### config.mk
export PLATFORM = sky130hd
export DESIGN_NAME = glpr_seq
export DESIGN_NICKNAME = d
export VERILOG_FILES = /design/src/design/grayscale_plane_lcd_refresh_defines.svh /design/src/design/glpr_pkg.sv /design/src/design/glpr_seq.sv
export SDC_FILE = /design/constraint.sdc
export NUM_CORES = 1
export LEC_CHECK = 0
export BUFFER_PORTS_ARGS = -buffer_cell sky130_fd_sc_hd__buf_2
export CAP_MARGIN = 20
export CORE_MARGIN = 2
export CORE_UTILIZATION = 50
export CTS_BUF_LIST = sky130_fd_sc_hd__clkbuf_2
export DETAILED_ROUTE_END_ITERATION = 6
export PLACE_DENSITY = 0.8
export RECOVER_POWER = 100
export REMOVE_ABC_BUFFERS = 1
export SLEW_MARGIN = 30
export SYNTH_ARGS = -nofsm -noshare
export SYNTH_HDL_FRONTEND = slang
export SYNTH_SLANG_ARGS = --single-unit
### constraint.sdc
create_clock -name i_clk -period 7.4 [get_ports i_clk]
set_input_delay 2.22 -clock i_clk [delete_from_list [all_inputs] [get_ports i_clk]]
set_output_delay 2.22 -clock i_clk [all_outputs]
set_load 0.03 [all_outputs]
### src/design/grayscale_plane_lcd_refresh_defines.svh
// Assertion macros shared by the grey-level LCD refresh design.
// No dependencies; included by files that carry concurrent assertions.
`ifndef GRAYSCALE_PLANE_LCD_REFRESH_DEFINES_SVH
`define GRAYSCALE_PLANE_LCD_REFRESH_DEFINES_SVH

// Same-cycle implication, disabled while reset is asserted
`define GLPR_ASSERT_NOW(lbl, clk, rst_n, ante, cons, msg) \
    lbl: assert property (@(posedge clk) disable iff (!rst_n) (ante) |-> (cons)) \
        else $error(msg);

// Next-cycle implication, disabled while reset is asserted
`define GLPR_ASSERT_NEXT(lbl, clk, rst_n, ante, cons, msg) \
    lbl: assert property (@(posedge clk) disable iff (!rst_n) (ante) |=> (cons)) \
        else $error(msg);

`endif

### src/design/glpr_pkg.sv
// Package for the grey-level LCD refresh engine: geometry, command codes,
// item and control structs, and the subframe combine function. No dependencies.
package glpr_pkg;

    // Panel geometry
    localparam int COLUMNS     = 128;
    localparam int PAGES       = 8;
    localparam int POSITIONS   = COLUMNS + 3;
    localparam int POS_W       = $clog2(POSITIONS);
    localparam int PAGE_W      = (PAGES > 1) ? $clog2(PAGES) : 1;
    localparam int ROWS        = PAGES * COLUMNS;
    localparam int ROW_W       = (ROWS > 1) ? $clog2(ROWS) : 1;
    localparam int STORE_BYTES = 2 * ROWS;

    // Field widths
    localparam int ADDR_W = 11;
    localparam int BYTE_W = 8;

    // Controller command codes
    localparam logic [BYTE_W-1:0] CMD_PAGE   = 8'hb0;
    localparam logic [BYTE_W-1:0] CMD_COL_LO = 8'h00;
    localparam logic [BYTE_W-1:0] CMD_COL_HI = 8'h10;
    localparam logic [BYTE_W-1:0] NIBBLE     = 8'h0f;

    // Byte positions within a page
    localparam logic [POS_W-1:0]  POS_PAGE   = POS_W'(0);
    localparam logic [POS_W-1:0]  POS_COL_LO = POS_W'(1);
    localparam logic [POS_W-1:0]  POS_COL_HI = POS_W'(2);
    localparam logic [POS_W-1:0]  FIRST_DATA = POS_W'(3);
    localparam logic [POS_W-1:0]  LAST_POS   = POS_W'(POSITIONS - 1);
    localparam logic [PAGE_W-1:0] LAST_PAGE  = PAGE_W'(PAGES - 1);

    // Subframe codes
    localparam logic [1:0] PLANE_AND = 2'd0;
    localparam logic [1:0] PLANE_XOR = 2'd1;
    localparam logic [1:0] PLANE_OR  = 2'd2;

    // Input action codes
    localparam logic ACT_WRITE = 1'b0;
    localparam logic ACT_TICK  = 1'b1;

    // Column offset reset value
    localparam logic [BYTE_W-1:0] COL_OFFSET_RST = 8'd1;

    typedef struct packed {
        logic              action;
        logic [ADDR_W-1:0] address;
        logic [BYTE_W-1:0] write_data;
    } t_in_item;

    typedef struct packed {
        logic [BYTE_W-1:0] spi_byte;
        logic              is_data;
        logic [1:0]        plane_index;
        logic              end_of_subframe;
    } t_out_item;

    // Sequencer view of the byte about to be sent
    typedef struct packed {
        logic [BYTE_W-1:0] cmd_byte;
        logic              is_data;
        logic [1:0]        plane;
        logic              last;
        logic [ROW_W-1:0]  row;
    } t_seq_info;

    // Access request to the frame store
    typedef struct packed {
        logic              wr_en;
        logic              wr_hi;
        logic [ROW_W-1:0]  wr_row;
        logic [BYTE_W-1:0] wr_data;
        logic              rd_en;
        logic [ROW_W-1:0]  rd_row;
    } t_store_req;

    // Combine the two buffer bytes of a column for one subframe
    function automatic logic [BYTE_W-1:0] plane_byte(
        input logic [BYTE_W-1:0] a,
        input logic [BYTE_W-1:0] b,
        input logic [1:0]        plane
    );
        logic [BYTE_W-1:0] res;
        case (plane)
            PLANE_AND: res = b & (a ^ b);
            PLANE_XOR: res = a ^ b;
            default:   res = a | b;
        endcase
        return res;
    endfunction

endpackage

### src/design/glpr_seq.sv
// Refresh sequencer: subframe, page and byte position counters, command
// byte and frame store row for the next byte. Depends on glpr_pkg.
module glpr_seq (
    input  logic                         i_clk,
    input  logic                         i_rst_n,
    input  logic                         i_advance,
    input  logic [glpr_pkg::BYTE_W-1:0]  i_col_offset,
    output glpr_pkg::t_seq_info          o_info
);

    logic [1:0]                  r_plane, n_plane;
    logic [glpr_pkg::PAGE_W-1:0] r_page,  n_page;
    logic [glpr_pkg::POS_W-1:0]  r_pos,   n_pos;
    logic [glpr_pkg::POS_W-1:0]  col;
    logic [31:0]                 row32;

    // Position walk: commands, then data, page by page, subframe by subframe
    always_comb begin
        n_plane = r_plane;
        n_page  = r_page;
        n_pos   = r_pos;
        if (i_advance) begin
            if (r_pos == glpr_pkg::LAST_POS) begin
                n_pos = '0;
                if (r_page == glpr_pkg::LAST_PAGE) begin
                    n_page = '0;
                    if (r_plane == glpr_pkg::PLANE_OR) begin
                        n_plane = glpr_pkg::PLANE_AND;
                    end else begin
                        n_plane = r_plane + 2'd1;
                    end
                end else begin
                    n_page = r_page + 1'b1;
                end
            end else begin
                n_pos = r_pos + 1'b1;
            end
        end
    end

    always_ff @(posedge i_clk) begin
        if (!i_rst_n) begin
            r_plane <= glpr_pkg::PLANE_AND;
            r_page  <= '0;
            r_pos   <= '0;
        end else begin
            r_plane <= n_plane;
            r_page  <= n_page;
            r_pos   <= n_pos;
        end
    end

    // Column and store row of a data byte
    assign col   = r_pos - glpr_pkg::FIRST_DATA;
    assign row32 = 32'(r_page) * 32'(glpr_pkg::COLUMNS) + 32'(col);

    // Byte description for the current position
    always_comb begin
        o_info.plane   = r_plane;
        o_info.row     = row32[glpr_pkg::ROW_W-1:0];
        o_info.is_data = 1'b0;
        o_info.last    = 1'b0;
        case (r_pos)
            glpr_pkg::POS_PAGE: begin
                o_info.cmd_byte = glpr_pkg::CMD_PAGE | (8'(r_page) & glpr_pkg::NIBBLE);
            end
            glpr_pkg::POS_COL_LO: begin
                o_info.cmd_byte = glpr_pkg::CMD_COL_LO | (i_col_offset & glpr_pkg::NIBBLE);
            end
            glpr_pkg::POS_COL_HI: begin
                o_info.cmd_byte = glpr_pkg::CMD_COL_HI
                                | ((i_col_offset >> 4) & glpr_pkg::NIBBLE);
            end
            default: begin
                o_info.cmd_byte = '0;
                o_info.is_data  = 1'b1;
                o_info.last     = (r_pos == glpr_pkg::LAST_POS)
                               && (r_page == glpr_pkg::LAST_PAGE);
            end
        endcase
    end

endmodule

==> run summary <==
The DRC violation total after the first TritonRoute iteration came out at 21. Relative to the synthesized area, the layout overhead comes to 9.76%. The count of antenna-violating nets left after detailed routing is 0. The signal on the critical path passes through buf_2 > a222oi_1 > nor2_1 > clkbuf_1.

The final HPWL from detailed placement is ~1500 µm. The count of cells in the finished layout, fillers not included, comes to about 160. The remaining routing DRC violations came out at 0. After detailed routing, the number of vias per cell comes to ~5.3.

The largest family of logic cells by synthesized area is simple AND/OR/NAND/NOR gates. The setup path with the least slack is of type in -> out. The transition time at the pin with the least slew margin is 0.954 ns. The register-to-register setup slack came out at 5.17 ns. The worst slack at placement is about 2.3 ns. For this run, the top clock speed supported by timing is between 150 and 200 MHz. CTS placed an instance of sky130_fd_sc_hd__clkbuf_2 at the clock tree root. Each instance of the synthesized netlist takes up on average between 8 and 9 µm². The number of vias in the routed layout came out at slightly below 900.

The worst register-to-register path begins at r_pos[2]. Among all flip-flop cells after synthesis, the most frequent one is sky130_fd_sc_hd__dfxtp_1. The delay of the slowest critical-path stage came out at roughly 0.28 ns. The global route total overflow came out at 0. The global placement routability congestion came out at about 0.8.

After Yosys synthesis, and, or, nand and nor cells account for 25.5% of the synthesized area. The tightest hold path in the finished design has a slack of a little over 0.5 ns. The cell depth of the worst hold path came out at 2. The number of pins exceeding their max-slew limit in the final report came to 0. The total inserted antenna cells came out at 0. In this run the number of H-tree levels came out at 1. The final worst-path cycle share is approximately 70%.

The number of global-route vias before repair came out at between 700 and 800. The clock insertion delay at the later pin of the skew report is approximately 0.28 ns. The setup skew after layout came out at 0.0107 ns. Data arrives at the worst endpoint at 2.88 ns. The arithmetic-cell share of the synthesized area counting full adders, half adders and majority gates is around a tenth. For hold timing, the worst endpoint is r_plane[1].

Summing the areas of all compound-gate instances in the mapped netlist gives 11.1% of the synthesized area. The final net count came out at roughly 160. In this run the tightest slew margin relative to its limit is between 30% and 40%. The share of flip-flops with an asynchronous set or reset is 0%.

Of the synthesized area, sequential elements account for between 20% and 30%. The number of buffers added on ports came out at 31. The clock-pin slew of the registers on the worst-case setup and hold paths is about 0.12 ns. The end of the worst register-to-register path is r_pos[3]. The placeable core area came out at around 1700 µm².

The total CTS buffers came out at 3. The combined global-route utilization of all metal layers is between 10% and 20%. The number of setup buffers added after CTS came out at 0. Summing all non-filler instances in the final layout gives an area of 1030 µm². TritonCTS built the clock tree.

In this run the most critical hold path is launched from r_plane[1]. The worst-case vdd ir drop is 0.122 mV. The ratio of total power to cell area came out at around 160 nW/µm². For this design, the slowest cell found on the critical path is sky130_fd_sc_hd__a222oi_1.

The initial standard-cell utilization of the core came out at 53.6%. The aggregate negative setup slack is 0 ns. The number of different library cells used by synthesis comes to 32.

The least setup slack across all paths after layout came out at between 2 and 2.5 ns. The number of antenna violations at the first check in global routing came to 0. The number of maximum-capacitance constraint violations came out at 0. During I/O placement, the number of pins put on the boundary was 33. The portion of synthesized area spent on multiplexers is under 10%. The worst setup path is launched from an input port.

In this run, synthesis inferred 0 flip-flops with an integrated enable. The first-pass detailed-route iteration total came out at 4. The hold violation count in the final report is 0.

The clock sink count is 13. The standby leakage power came out at ~0.44 nW. The instance count of the mapped netlist came out at 112.

The routed length per instance is between 10 and 15 µm. The worst path in the final design needs a cycle of ~5.1 ns, including I/O delays and setup. The area of the die came out at between 2000 and 2500 µm². The number of hold-repair buffers added at the cts stage is 0.

The ratio of cells with drive above 1 in the final layout is about 10%. Setup repair after global routing left no endpoint under its margin. Row generation in the floorplan step produced 15 rows. The xor-xnor portion of the synthesized cell area is roughly 10%. The wire length of the first global-routing pass is 3100 µm.

The maximum number of pins on one net before global-route repair came out at 12. Setup violations remaining at the end of the flow were counted as 0. The quantity of gates resized following cts is 0. The combined area of all synthesized cells came out at about 940 µm².

The worst hold path belongs to the class reg -> reg. The buffer depth of the longest clock path is 2. During synthesis, Yosys emitted a total of 0 warnings. From left edge to right edge, the die measures 47.3 µm. The standard cell area after detailed placement is between 1000 and 1500 µm².

The flow ran to the end, and the final reports show no timing, DRC or antenna violations. The end-of-flow core utilization came out at about three fifths. The final routed wirelength across all metal layers is a little over 2000 µm. The worst setup path is captured at a primary output. The highest net fanout along the worst path came out at 1. The design draws around 0.16 mW. The critical path data required time came out at slightly above 5 ns. Counting tap cells, the placed design contains a total of roughly 160 instances. The flop and latch count out of synthesis came out at 13. The die extent in y is about 47 µm. Measured in cells, the most critical reg-to-reg path has a length of 3.
[worst max-delay path by stage]
stage               startpoint         end  slack, ns  cells past startpoint
2_1_floorplan  i_col_offset[7]  o_info[17]       2.48                      2
4_1_cts        i_col_offset[6]  o_info[16]       2.34                      4
3_5_place_dp   i_col_offset[6]  o_info[16]       2.34                      4
5_1_grt        i_col_offset[6]  o_info[16]       2.25                      4
3_3_place_gp   i_col_offset[4]  o_info[14]       2.36                      4
6_report       i_col_offset[4]  o_info[14]       2.30                      4
[where the power goes]
group	leakage [nW]	total (mW)	switching [mW]	internal, mW
Sequential	0.105	0.0734	0.00222	0.0712
Combinational	0.316	0.0481	0.0351	0.0130
Clock	0.0166	0.0381	0.0238	0.0143
[sequential cells by signal (all words and copies together), names as in the netlist]
signal / flops
r_page: 3
r_plane: 2
r_pos: 8
[routing by layer]
metal / vias up / track usage (%) / wire [µm] / share of wire (%)
met5: - / 0 / 0 / 0
met4: 0 / 6.67 / 17 / 0.83
met3: 4 / 3.46 / 125 / 6.1
met2: 31 / 33.8 / 977 / 48
met1: 394 / 24.0 / 936 / 46
li1: 436 / - / - / -
[cells in the mapped netlist (3+ instances only)]
| master | n | area, µm² |
|---|---|---|
| sky130_fd_sc_hd__nor2_1 | 15 | 56.3 |
| sky130_fd_sc_hd__clkbuf_1 | 4 | 15.0 |
| sky130_fd_sc_hd__nand2_1 | 14 | 52.6 |
| sky130_fd_sc_hd__dfxtp_1 | 13 | 260 |
| sky130_fd_sc_hd__or3_1 | 3 | 18.8 |
| sky130_fd_sc_hd__nand4_1 | 3 | 18.8 |
| sky130_fd_sc_hd__mux2i_1 | 6 | 60.1 |
| sky130_fd_sc_hd__xor2_1 | 9 | 78.8 |
| sky130_fd_sc_hd__inv_1 | 3 | 11.3 |
| sky130_fd_sc_hd__a21oi_1 | 4 | 20.0 |
| sky130_fd_sc_hd__ha_1 | 8 | 100 |
| sky130_fd_sc_hd__a222oi_1 | 3 | 30.0 |
[cells in the final DEF (no fill, tap or decap)]
| cell type | netlist | final |
|---|---|---|
| sky130_fd_sc_hd__mux2i_1 | 6 | 6 |
| sky130_fd_sc_hd__a222oi_1 | 3 | 3 |
| sky130_fd_sc_hd__nand3_1 | 1 | 1 |
| sky130_fd_sc_hd__nor3b_1 | 2 | 2 |
| sky130_fd_sc_hd__clkbuf_2 | 0 | 4 |
| sky130_fd_sc_hd__ha_1 | 8 | 8 |
| sky130_fd_sc_hd__nand2_1 | 14 | 14 |
| sky130_fd_sc_hd__conb_1 | 1 | 1 |
| sky130_fd_sc_hd__dfxtp_1 | 13 | 13 |
| sky130_fd_sc_hd__inv_1 | 3 | 3 |
| sky130_fd_sc_hd__xor2_1 | 9 | 9 |
| sky130_fd_sc_hd__or4_1 | 1 | 2 |
| sky130_fd_sc_hd__nor3_1 | 2 | 3 |
| sky130_fd_sc_hd__nor2_1 | 15 | 15 |
| sky130_fd_sc_hd__buf_2 | 1 | 10 |
| sky130_fd_sc_hd__nand4b_1 | 1 | 1 |
| sky130_fd_sc_hd__o21ai_0 | 2 | 2 |
| sky130_fd_sc_hd__xnor2_1 | 2 | 2 |
| sky130_fd_sc_hd__a21oi_1 | 4 | 4 |
| sky130_fd_sc_hd__o31ai_1 | 2 | 3 |
| sky130_fd_sc_hd__or3_1 | 3 | 4 |
| sky130_fd_sc_hd__nand3b_1 | 1 | 1 |
| sky130_fd_sc_hd__a22oi_1 | 1 | 1 |
| sky130_fd_sc_hd__clkbuf_1 | 4 | 21 |
| sky130_fd_sc_hd__nand4_1 | 3 | 3 |
| sky130_fd_sc_hd__and2_1 | 1 | 1 |
[cells by family (layout without fill, tap and decap cells)]
kind of cell / count (synthesis) / in the layout
AO/OA/AOI/OAI: 13 / 13
XOR/XNOR: 11 / 11
adder cells (fa/ha/maj): 8 / 8
buffers and inverters: 13 / 38
flip-flops: 13 / 13
multiplexers: 6 / 6
other: 1 / 1
AND/OR/NAND/NOR: 47 / 47
[layout make-up]
| cell class | instances | area [µm²] |
|---|---|---|
| fill | 188 | 718 |
| multi-input combinational | 86 | 576 |
| sequential | 13 | 260 |
| timing repair buffer | 31 | 129 |
| tap | 25 | 31.3 |
| clock buffer | 4 | 20.0 |
| inverter | 3 | 11.3 |
[worst max-delay path: cells and delay by family]
kind | cells | cell delay (ns)
buffers and inverters | 2 | 0.31
AOI/OAI and AO/OA | 1 | 0.28
and+or+nand+nor | 1 | 0.07
(Power assumes the default switching activity.)
